File: src/rtl/mfqs_pkg.sv
// shared constants, codes and controller/datapath interface types
// of the four-level feedback queue scheduler; no dependencies
`default_nettype none

package mfqs_pkg;

   // sizes
   localparam int MAX_PROC    = 16;
   localparam int SLOT_W      = 4;
   localparam int CNT_W       = 5;
   localparam int TIME_W      = 16;
   localparam int POS_W       = 5;
   localparam int BURST_SLOTS = 32;
   localparam int LVL_W       = 2;
   localparam int BADDR_W     = SLOT_W + POS_W;
   localparam int FADDR_W     = LVL_W + SLOT_W;
   localparam int BURST_DEPTH = MAX_PROC * BURST_SLOTS;
   localparam int FIFO_DEPTH  = 4 * MAX_PROC;

   localparam logic [TIME_W-1:0] TIME_TOP = '1;

   // input actions
   localparam logic [1:0] ACT_DEFINE = 2'd0;
   localparam logic [1:0] ACT_LOAD   = 2'd1;
   localparam logic [1:0] ACT_TICK   = 2'd2;

   // result events
   localparam logic [2:0] EV_TERM   = 3'd0;
   localparam logic [2:0] EV_SLEEP  = 3'd1;
   localparam logic [2:0] EV_RUNOUT = 3'd2;
   localparam logic [2:0] EV_ENQ    = 3'd3;
   localparam logic [2:0] EV_DISP   = 3'd4;
   localparam logic [2:0] EV_DONE   = 3'd5;

   // enqueue causes
   localparam logic [1:0] CAUSE_CREATED = 2'd0;
   localparam logic [1:0] CAUSE_PREEMPT = 2'd1;
   localparam logic [1:0] CAUSE_WAKE    = 2'd2;

   // register indexes
   localparam logic [1:0] CSR_PCOUNT = 2'd0;
   localparam logic [1:0] CSR_Q0     = 2'd1;
   localparam logic [1:0] CSR_Q1     = 2'd2;
   localparam logic [1:0] CSR_Q2     = 2'd3;

   // levels
   localparam logic [LVL_W-1:0] LVL_0 = 2'd0;
   localparam logic [LVL_W-1:0] LVL_1 = 2'd1;
   localparam logic [LVL_W-1:0] LVL_2 = 2'd2;
   localparam logic [LVL_W-1:0] LVL_3 = 2'd3;

   // datapath operations
   localparam logic [4:0] OP_NONE    = 5'd0;
   localparam logic [4:0] OP_LATCH   = 5'd1;
   localparam logic [4:0] OP_DEFINE  = 5'd2;
   localparam logic [4:0] OP_CLEAR   = 5'd3;
   localparam logic [4:0] OP_LOAD    = 5'd4;
   localparam logic [4:0] OP_SUM_RD  = 5'd5;
   localparam logic [4:0] OP_SUM_ACC = 5'd6;
   localparam logic [4:0] OP_SUM_FIN = 5'd7;
   localparam logic [4:0] OP_TERM    = 5'd8;
   localparam logic [4:0] OP_TIMEOUT = 5'd9;
   localparam logic [4:0] OP_RUN     = 5'd10;
   localparam logic [4:0] OP_IO_RD   = 5'd11;
   localparam logic [4:0] OP_IO_CAP  = 5'd12;
   localparam logic [4:0] OP_SLEEP   = 5'd13;
   localparam logic [4:0] OP_SCAN    = 5'd14;
   localparam logic [4:0] OP_DISP_RD = 5'd15;
   localparam logic [4:0] OP_DISP    = 5'd16;
   localparam logic [4:0] OP_DONE    = 5'd17;

   // slot address source for the per-slot record
   localparam logic [1:0] SEL_REQ  = 2'd0;
   localparam logic [1:0] SEL_RUN  = 2'd1;
   localparam logic [1:0] SEL_SCAN = 2'd2;
   localparam logic [1:0] SEL_FIFO = 2'd3;

   typedef struct packed {
      logic [4:0]       op;
      logic [1:0]       sel;
      logic [CNT_W-1:0] idx;
   } mfqs_cmd_type;

   typedef struct packed {
      logic [1:0] action;
      logic       slice_zero;
      logic       slice_one;
      logic       rem_le1;
      logic       ends;
      logic       scan_live;
      logic       scan_hit;
      logic       sum_more;
      logic       pos_ok;
      logic       disp_any;
      logic       out_free;
   } mfqs_status_type;

endpackage

`default_nettype wire

File: src/rtl/mfqs_ctrl.sv
// sequencing state machine of the scheduler
// depends on mfqs_pkg; drives the datapath through the command struct
`default_nettype none

module mfqs_ctrl (
   input  wire logic                      clock,
   input  wire logic                      reset,
   input  wire logic                      req_valid,
   output logic                           req_ready,
   input  wire mfqs_pkg::mfqs_status_type status,
   output mfqs_pkg::mfqs_cmd_type         cmd
);
   import mfqs_pkg::*;

   localparam logic [4:0] S_IDLE    = 5'd0;
   localparam logic [4:0] S_DECODE  = 5'd1;
   localparam logic [4:0] S_DEFCLR  = 5'd2;
   localparam logic [4:0] S_LDWR    = 5'd3;
   localparam logic [4:0] S_SUMRD   = 5'd4;
   localparam logic [4:0] S_SUMWAIT = 5'd5;
   localparam logic [4:0] S_SUMACC  = 5'd6;
   localparam logic [4:0] S_CHG     = 5'd7;
   localparam logic [4:0] S_IORD    = 5'd8;
   localparam logic [4:0] S_IOWAIT  = 5'd9;
   localparam logic [4:0] S_IOCAP   = 5'd10;
   localparam logic [4:0] S_NXWAIT  = 5'd11;
   localparam logic [4:0] S_SLEEP   = 5'd12;
   localparam logic [4:0] S_SCAN    = 5'd13;
   localparam logic [4:0] S_DCHK    = 5'd14;
   localparam logic [4:0] S_DWAIT   = 5'd15;
   localparam logic [4:0] S_DISP    = 5'd16;
   localparam logic [4:0] S_DONE    = 5'd17;

   localparam logic [CNT_W-1:0] IDX_LAST = '1;

   logic [4:0]       state_ff, state_in;
   logic [CNT_W-1:0] idx_ff, idx_in;

   assign req_ready = (state_ff == S_IDLE);

   // next state and command
   always_comb begin
      state_in = state_ff;
      idx_in   = idx_ff;
      cmd.op   = OP_NONE;
      cmd.idx  = idx_ff;
      unique case (state_ff)
         S_DECODE, S_DEFCLR, S_LDWR, S_SUMRD, S_SUMWAIT, S_SUMACC: cmd.sel = SEL_REQ;
         S_SCAN:  cmd.sel = SEL_SCAN;
         S_DISP:  cmd.sel = SEL_FIFO;
         default: cmd.sel = SEL_RUN;
      endcase

      unique case (state_ff)
         S_IDLE: begin
            if (req_valid) begin
               cmd.op   = OP_LATCH;
               state_in = S_DECODE;
            end
         end
         S_DECODE: begin
            idx_in = '0;
            unique case (status.action)
               ACT_DEFINE: begin
                  cmd.op   = OP_DEFINE;
                  state_in = S_DEFCLR;
               end
               ACT_LOAD: state_in = S_LDWR;
               ACT_TICK: state_in = S_CHG;
               default:  state_in = S_IDLE;
            endcase
         end
         // zero the burst row, one entry a cycle
         S_DEFCLR: begin
            cmd.op = OP_CLEAR;
            idx_in = idx_ff + CNT_W'(1);
            if (idx_ff == IDX_LAST) begin
               state_in = S_IDLE;
            end
         end
         S_LDWR: begin
            if (status.pos_ok) begin
               cmd.op   = OP_LOAD;
               state_in = S_SUMRD;
            end else begin
               state_in = S_IDLE;
            end
         end
         // cpu total: walk the even burst entries
         S_SUMRD: begin
            if (status.sum_more) begin
               cmd.op   = OP_SUM_RD;
               state_in = S_SUMWAIT;
            end else begin
               cmd.op   = OP_SUM_FIN;
               state_in = S_IDLE;
            end
         end
         S_SUMWAIT: state_in = S_SUMACC;
         S_SUMACC: begin
            cmd.op   = OP_SUM_ACC;
            idx_in   = idx_ff + CNT_W'(1);
            state_in = S_SUMRD;
         end
         // charge the running burst
         S_CHG: begin
            if (status.slice_zero) begin
               state_in = S_SCAN;
            end else if (status.rem_le1) begin
               if (!status.ends) begin
                  state_in = S_IORD;
               end else if (status.out_free) begin
                  cmd.op   = OP_TERM;
                  state_in = S_SCAN;
               end
            end else if (status.slice_one) begin
               if (status.out_free) begin
                  cmd.op   = OP_TIMEOUT;
                  state_in = S_SCAN;
               end
            end else begin
               cmd.op   = OP_RUN;
               state_in = S_SCAN;
            end
         end
         S_IORD: begin
            cmd.op   = OP_IO_RD;
            state_in = S_IOWAIT;
         end
         S_IOWAIT: state_in = S_IOCAP;
         S_IOCAP: begin
            cmd.op   = OP_IO_CAP;
            state_in = S_NXWAIT;
         end
         S_NXWAIT: state_in = S_SLEEP;
         S_SLEEP: begin
            if (status.out_free) begin
               cmd.op   = OP_SLEEP;
               state_in = S_SCAN;
            end
         end
         // enqueue scan over slots in use
         S_SCAN: begin
            if (!status.scan_live) begin
               state_in = S_DCHK;
            end else if (!status.scan_hit) begin
               idx_in = idx_ff + CNT_W'(1);
            end else if (status.out_free) begin
               cmd.op = OP_SCAN;
               idx_in = idx_ff + CNT_W'(1);
            end
         end
         S_DCHK: begin
            if (status.slice_zero && status.disp_any) begin
               cmd.op   = OP_DISP_RD;
               state_in = S_DWAIT;
            end else begin
               state_in = S_DONE;
            end
         end
         S_DWAIT: state_in = S_DISP;
         S_DISP: begin
            if (status.out_free) begin
               cmd.op   = OP_DISP;
               state_in = S_DONE;
            end
         end
         S_DONE: begin
            if (status.out_free) begin
               cmd.op   = OP_DONE;
               state_in = S_IDLE;
            end
         end
         default: state_in = S_IDLE;
      endcase
   end

   // state registers
   always_ff @(posedge clock) begin
      if (reset) begin
         state_ff <= S_IDLE;
         idx_ff   <= '0;
      end else begin
         state_ff <= state_in;
         idx_ff   <= idx_in;
      end
   end

endmodule

`default_nettype wire

File: config.mk
export PLATFORM = sky130hd
export DESIGN_NAME = mfqs_ctrl
export DESIGN_NICKNAME = d
export VERILOG_FILES = /design/src/rtl/mfqs_pkg.sv /design/src/rtl/mfqs_ctrl.sv
export SDC_FILE = /design/constraint.sdc
export NUM_CORES = 1
export LEC_CHECK = 0
export CELL_PAD_IN_SITES_DETAIL_PLACEMENT = 0
export CELL_PAD_IN_SITES_GLOBAL_PLACEMENT = 1
export CORE_MARGIN = 4
export CORE_UTILIZATION = 32
export CTS_BUF_LIST = sky130_fd_sc_hd__clkbuf_16
export DETAILED_ROUTE_END_ITERATION = 8
export DONT_BUFFER_PORTS = 1
export GPL_TIMING_DRIVEN = 0
export PLACE_DENSITY = 0.68
export SYNTH_ARGS = -nofsm -noshare
export SYNTH_HDL_FRONTEND = slang
export SYNTH_SLANG_ARGS = --single-unit
File: constraint.sdc
create_clock -name clock -period 2.35 [get_ports clock]
set_input_delay 0.1175 -clock clock [delete_from_list [all_inputs] [get_ports clock]]
set_output_delay 0.1175 -clock clock [all_outputs]
set_load 0.1 [all_outputs]
## Word-level counts from Yosys, hierarchy flattened

Memories as Yosys holds them, arrays and structs flattened. A register that Yosys moved wholly into a read port is not among the register bits.
Cells that the tools add are included.

| storage, ports and cells | value |
|---|---|
| input bits | 15 |
| bits in registers | 10 |
| ROM bits | 64 |
| output and inout bits | 13 |
| memories kept | 1 |

Memory list:

| name | depth | bits a word | rd ports | clocked after memory_dff | write ports | RTL line | text |
|---|---|---|---|---|---|---|---|
| (name not given) | 32 | 2 | 1 | 1 | 0 | mfqs_ctrl.sv:47 | `unique case (state_ff)` |

| operators by class | value |
|---|---|
| eq/ne operators | 27 |
| muxes and demuxes | 38 |
| reductions and logical operators | 7 |
| add/sub/neg operators | 1 |

Operators with widths:

| cell | count |
|---|---|
| $mux W5 | 21 |
| $pmux W5 S18 | 1 |
| $pmux W5 S14 | 1 |
| $eq A5 B4 Y1 const B | 8 |
| $mux W4 | 8 |
| $eq A5 B3 Y1 const B | 4 |
| $eq A5 B5 Y1 const B | 3 |
| $pmux W5 S3 | 1 |
| $ne A2 B2 Y1 const B | 6 |
| $eq A5 B2 Y1 const B | 2 |
| $pmux W3 S3 | 1 |
| $mux W3 | 2 |
| $add A5 B1 Y5 const B | 1 |
| $eq A5 B1 Y1 const B | 1 |
| $logic_not A5 Y1 | 1 |
| $reduce_and A5 Y1 | 1 |
| $mux W2 | 2 |
| $ne A3 B3 Y1 const B | 1 |
| $reduce_and A3 Y1 | 1 |
| $reduce_bool A3 Y1 | 1 |
| $eq A2 B1 Y1 const B | 1 |
| $eq A2 B2 Y1 const B | 1 |
| $logic_not A2 Y1 | 1 |
| $reduce_or A2 Y1 | 1 |
| 2 further kinds | 2 |

## Depth between registers and ports, before layout

Gate-level depths: netlist of the first run.

| depth | value |
|---|---|
| word-level depth | 7 |
| gate-level depth with buffers | 8 |
| gate-level depth less buffers | 8 |

## Worst setup path after synthesis of the first run

OpenSTA, ideal clock, no wires.

| timing | value |
|---|---|
| kind | reg-to-output |
| start point | register state_ff[0] |
| end point | output port cmd[10] (netlist name) |
| required time | 2233 ps |
| arrival | 4623 ps |
| slack | -2391 ps |
| stages on the path, launching flop included | 5 |
| buffers on the path | 1 |
| path through | dfxtp_1 > buf_2 > or3b_1 > or2_2 > o311ai_0 |

RTL lines:

| element | RTL line | text |
|---|---|---|
| start: declaration | mfqs_ctrl.sv:36 | `logic [4:0] state_ff, state_in;` |
| start signal: assignment | mfqs_ctrl.sv:184 | `state_ff <= state_in;` |
| end: declaration | mfqs_ctrl.sv:11 | `output mfqs_pkg::mfqs_cmd_type cmd` |

==> results of run 1 <==
flip-flops by register name, indices dropped and copies added (netlist names):
register	count
cmd	2
idx_ff	5
state_ff	5
layer usage:
metal,GRT usage (%),part of all wire [%],up-vias
met3,3.94,9.6,8
met4,6.20,1.7,0
met2,26.2,46,58
li1,-,-,599
met1,22.8,43,575
met5,0,0,-
through the flow:
step	cells	hold WS [ns]
after global placement	205	0.234
after CTS	211	0.00585
after floorplan	159	0.221
after global routing	214	0.0865
after detailed placement	205	0.256
final	214	0.0902
cell type report:
type	count	area, um2	area share (%)
clock buffers	3	75.1	4.94
repair buffers	7	55.1	3.62
plain buffers	9	60.1	3.95
inverters	9	33.8	2.22
clock inverters	1	3.75	0.247
well taps	46	57.6	3.79
multi-input cells	127	973	64.0
flip-flops and latches	12	262	17.2
worst max-delay path: cells and delay by family, from the launching register on:
kind | cells | cell delay (ns)
AOI/OAI and AO/OA | 1 | 0.18
DFF | 1 | 0.33
and+or+nand+nor | 3 | 1.52
worst max-delay path by stage:
stage               to  cells after the start  slack (ns)
2_1_floorplan  cmd[10]                      4       -0.27
3_3_place_gp    cmd[8]                      6       -0.40
3_5_place_dp    cmd[8]                      6       -0.41
4_1_cts         cmd[7]                      4       -0.09
5_1_grt         cmd[7]                      4        -0.1
6_report        cmd[7]                      4       -0.04
where the power goes:
part | switching [mW] | internal (mW)
registers | 0.105 | 0.235
clock network | 0.0889 | 0.224
logic | 0.647 | 0.333
logic make-up (layout without fill, tap and decap cells):
kind of cell	after synthesis	count (layout)
XOR/XNOR	2	2
adder cells (fa/ha/maj)	5	5
AO/OA/AOI/OAI	43	43
flip-flops	12	12
buffers and inverters	20	29
multiplexers	4	4
AND/OR/NAND/NOR	73	73
cells in the final DEF (no fill, tap or decap), types with 4 or more instances in the layout:
cell      netlist  routed
dfxtp_4         0       4
o211ai_1        4       4
or4_1           4       4
buf_4           0       8
nor2_1         16      15
dfxtp_2         0       5
a21oi_1         8       7
o21ai_0         6       5
nor3_1          8       5
nand2b_1        6       6
inv_1           9       9
nor2b_1         5       5
ha_1            5       4
nand2_1        11      11
timing repair:
| action | CTS | global route |
|---|---|---|
| buffers inserted | 3 | 3 |
| gates resized for setup | 24 | 21 |
| hold buffers | 0 | 1 |
| setup endpoints to repair | 6 | 7 |
| pin swaps | 5 | 5 |
| endpoints found under the hold margin | 0 | 1 |
==> reports/results.txt, run 1 <==
status -> finished, violations left
failing checks -> setup timing
Max IR drop VDD -> 700 uV
pre-CTS setup slack -> -0.407 ns
Endpoint, Worst Hold -> state_ff[2]
remaining antenna violation count -> 0
WS Path Type -> reg -> out
antenna violations before repair -> 0
reg2reg setup slack -> 0.06 ns
WL/cell -> 17.0 um
Final Max Tran Viols -> 0
critical path's slowest cell -> nor3_4
die width -> 68.1 um
Adder-Cell Fraction of Synth Area -> 5.41%
LEAKAGE -> 0.569 nW
I/O pin count -> 28
fmax -> 418 MHz
Residual DRC -> 0
Hold Path Stages -> 1
critical hold path startpoint -> reset
CP Capture Type -> output port
Initial Utilization -> 33.8%
main combinational cell family by area after synthesis -> simple AND/OR/NAND/NOR gates
final setup violation count -> 1
largest net degree at the start of global routing -> 11
Crit. Startpoint -> state_ff[4]
grt ovf -> 0
setup tns final -> -0.0401 ns
worst min-delay path class -> in -> reg
drt first pass iters -> 4
vias in the first global route -> 1,251
Main synth FF type -> dfxtp_1
mux share of post-synthesis cell area -> 3.57%
total nets after synthesis -> 179
crit share post-route -> 102%
Tot GR Track Use -> 17.0%
WP data arrival -> 2.27 ns
Final Power -> 1.63 mW
final wirelength -> 3640 um
final core area utilization -> 44.5%
drt via density -> 5.79
FF+latch count, synth -> 12
# rows -> 21
Synth Area in Simple Gates -> 35.2%
compound-cell area share of the yosys netlist -> 26.0%
top cell type's share of synthesized area -> 20.8%
synthesized cell area -> 0.00116 mm2
Data required, critical path -> 2.23 ns
chip height -> 68.1 um
CTS HTree Levels -> 1
most common library cells after synthesis -> 16 x nor2_1, 12 x dfxtp_1, 11 x nand2_1, 9 x inv_1
ordered list of cells on the worst path -> or3_4 > nor3_4 > a21oi_2 > nand3_4
CTS buffer count -> 3
slowest stage delay, CP -> 0.81 ns
port bufs -> 0
DR vias -> 1,240
fin area -> 0.00152 mm2
core area -> 0.00342 mm2
PwrDens -> 1070 mW/mm2
Worst Clk Skew -> 0.000700 ns
R2R Path Start -> idx_ff[1]
Reg2Reg Depth -> 8
Rel. slew slack -> 27.9%
first-pass GRT wire length -> 5960 um
Cell variety after synth -> 48
RePlAce Congestion -> 0.888
area grow syn2layout -> 31.5%
Seq/Total Area, Yosys -> 20.8%
detailed placement HPWL -> 2630 um
share of layout cells above drive strength 1 -> 28.6%
ant diodes -> 0
average cell area after synthesis -> 7.27 um2
XOR/XNOR Fraction of Synth Area -> 1.52%
top post-synthesis cells by area -> dfxtp_1 21%, ha_1 5.4%, nor2_1 5.2%
Sink Count -> 12
floorplan die area -> 0.00464 mm2
number of synthesized flops with an enable pin -> 0
setup ws final -> -0.0401 ns
Clock Latency Late Sink -> 0.24 ns
Post-Syn Instances -> 159
Worst-path clk slew -> 0.04 ns
CTS tree -> yes
Ys Warns -> 0
Post-DP Area -> 0.00128 mm2
final hold viol count -> 0
crit start category -> flop
top-count cell post-synth -> nor2_1
setup repair after global routing missed its margin -> yes
CTS Root Cell -> clkbuf_16
Tmin final -> 2.39 ns
actual slew at the worst max-slew pin -> 1.08 ns
Fillers -> 354
Iter 0 DRT Violations -> 125
area leader, netlist -> dfxtp_1
buffer depth of the longest clock path -> 2
Layout Nets -> 189
max-cap violation count -> 0
R2R Path End -> cmd[5]
ys async rst share -> 0%
CP max FO -> 2
(Power assumes the default switching activity.)
==> run 2: changes to the inputs <==
- CELL_PAD_IN_SITES_DETAIL_PLACEMENT: 0 -> default
- CELL_PAD_IN_SITES_GLOBAL_PLACEMENT: 1 -> default
- PLACE_DENSITY: 0.68 -> 0.54
- SKIP_CTS_REPAIR_TIMING: default -> 1
==> run 2 against run 1 <==
The run ends with hold timing, setup timing left. Largest power group unchanged. Register-to-register slack improved by 0.03 ns. Worst hold slack got worse by 0.095 ns. Via count increased by 3.9%. Highest routed layer unchanged. Power down 1.1%. First-iteration DRC count fell by 5.6%. Design area fell by 2.1%. Die area unchanged. Combinational power shrank 1%. Clock-buffer cell count unchanged.
==> reports/results.txt, run 2 (synthesized netlist as in run 1, its figures left out) <==
status -> finished, violations left (unchanged)
failing checks -> hold timing, setup timing (was setup timing)
CTS HTree Levels -> 1 (unchanged)
Comb pwr share -> 59.9% (was 60.0%)
drt via density -> 6.02 (was 5.79)
clock network fraction of total power -> 18.9% (was 19.2%)
most common cell after layout, fill and taps aside -> nor2_1 (unchanged)
Fillers -> 337 (was 354)
WL/cell -> 17.5 um (was 17.0 um)
setup repair after global routing missed its margin -> yes (unchanged)
switching power -> 833 uW (was 841 uW)
crit start category -> flop (unchanged)
port bufs -> 0 (unchanged)
largest net degree at the start of global routing -> 11 (unchanged)
Max IR drop VDD -> 527 uV (was 700 uV)
Power Internal -> 782 uW (was 792 uW)
CTS buffer count -> 3 (unchanged)
max-cap violation count -> 0 (unchanged)
setup ws final -> -0.136 ns (was -0.0401 ns)
CTS tree -> yes (unchanged)
drt first pass iters -> 4 (unchanged)
sw frac -> 51.6% (was 51.5%)
fmax -> 402 MHz (was 418 MHz)
Layout Nets -> 190 (was 189)
CTS Root Cell -> clkbuf_16 (unchanged)
vias in the first global route -> 1,188 (was 1,251)
final core area utilization -> 43.6% (was 44.5%)
share of layout cells above drive strength 1 -> 26.8% (was 28.6%)
Data required, critical path -> 2.23 ns (about the same)
Tmin final -> 2.49 ns (was 2.39 ns)
most frequent cells in the layout -> 16 x nor2_1, 11 x nand2_1, 9 x inv_1, 8 x buf_4, 7 x a21oi_1 (was 15 x nor2_1, 11 x nand2_1, 9 x inv_1, 8 x buf_4, 7 x a21oi_1)
final hold viol count -> 1 (was 0)
actual slew at the worst max-slew pin -> 1.07 ns (was 1.08 ns)
remaining antenna violation count -> 0 (unchanged)
buffer depth of the longest clock path -> 2 (unchanged)
DR vias -> 1,288 (was 1,240)
Worst-path clk slew -> 0.04 ns (about the same)
Worst Clk Skew -> 0.00373 ns (was 0.000700 ns)
Clock Latency Late Sink -> 0.24 ns (about the same)
Initial Utilization -> 33.8% (unchanged)
die width -> 68.1 um (unchanged)
Final Max Tran Viols -> 0 (unchanged)
Multi-input gate area -> 943 um2 (was 973 um2)
WP data arrival -> 2.37 ns (was 2.27 ns)
area grow syn2layout -> 28.7% (was 31.5%)
Seq. cell area -> 258 um2 (was 262 um2)
antenna violations before repair -> 0 (unchanged)
final setup violation count -> 2 (was 1)
chip height -> 68.1 um (unchanged)
Rel. slew slack -> 28.7% (was 27.9%)
RePlAce Congestion -> 0.947 (was 0.888)
first-pass GRT wire length -> 5490 um (was 5960 um)
# rows -> 21 (unchanged)
final wirelength -> 3740 um (was 3640 um)
detailed placement HPWL -> 2660 um (was 2630 um)
floorplan die area -> 0.00464 mm2 (unchanged)
Iter 0 DRT Violations -> 118 (was 125)
CP Capture Type -> output port (unchanged)
grt ovf -> 0 (unchanged)
Residual DRC -> 0 (unchanged)
LEAKAGE -> 0.567 nW (was 0.569 nW)
CP max FO -> 5 (was 2)
WS Path Type -> reg -> out (unchanged)
PwrDens -> 1090 mW/mm2 (was 1070 mW/mm2)
Seq pwr share -> 21.2% (was 20.9%)
Sink Count -> 12 (unchanged)
core area -> 0.00342 mm2 (unchanged)
ant diodes -> 0 (unchanged)
worst min-delay path class -> in -> reg (unchanged)
final hold slack -> -0.00452 ns (was 0.0902 ns)
Tot GR Track Use -> 15.5% (was 17.0%)
I/O pin count -> 28 (unchanged)
crit share post-route -> 106% (was 102%)
## run 2: worst paths after layout
| path | start | cells past startpoint | end | slack, ns |
|---|---|---|---|---|
| worst min-delay path | reset | 1 | state_ff[3] | -0.005 |
| worst max register to register | idx_ff[0] | 8 | cmd[5] | 0.09 |
| worst min register to register | idx_ff[0] | 2 | idx_ff[0] | 0.65 |
| worst max-delay path | state_ff[2] | 5 | cmd[7] | -0.14 |
## run 2: final cells by class
cell class / instances / area share, %
multi-input cells: 127 / 63.4
repair buffers: 7 / 3.36
flip-flops and latches: 12 / 17.3
clock buffers: 3 / 5.05
inverters: 9 / 2.27
well taps: 46 / 3.87
plain buffers: 10 / 4.71
## run 2: per-stage QoR
step,std cells,area [um2],setup slack [ns],setup TNS (ns),power (mW)
floorplan,159,1200,-0.274,-0.274,1.02
global placement,205,1260,-0.410,-1.22,1.13
detailed placement,205,1280,-0.378,-1.11,1.14
CTS,208,1350,-0.657,-2.21,1.45
global route,214,1490,-0.181,-0.255,1.68
finish,214,1490,-0.136,-0.147,1.62
## run 2: power groups by stage
stage               clock network (mW)  logic, mW  registers (mW)
global route                     0.319       1.02           0.346
finish                           0.305      0.967           0.343
floorplan                            0      0.679           0.336
CTS                              0.309      0.804           0.337
detailed placement                   0      0.802           0.340
global placement                     0      0.787           0.339
## run 2: critical path: stages (launching register included)
cell,delay (ns)
dfxtp_2,0.31
buf_6,0.12
or3_4,0.35
nor3_4,0.87
a21oi_2,0.15
nand3_4,0.33
## run 2: per-layer routing
metal | part of all wire, % | vias up | GRT usage [%]
met1 | 41 | 601 | 20.1
met2 | 47 | 73 | 24.4
met3 | 9.3 | 12 | 3.94
met4 | 2.5 | 0 | 6.20
li1 | - | 602 | -
met5 | 0 | - | 0
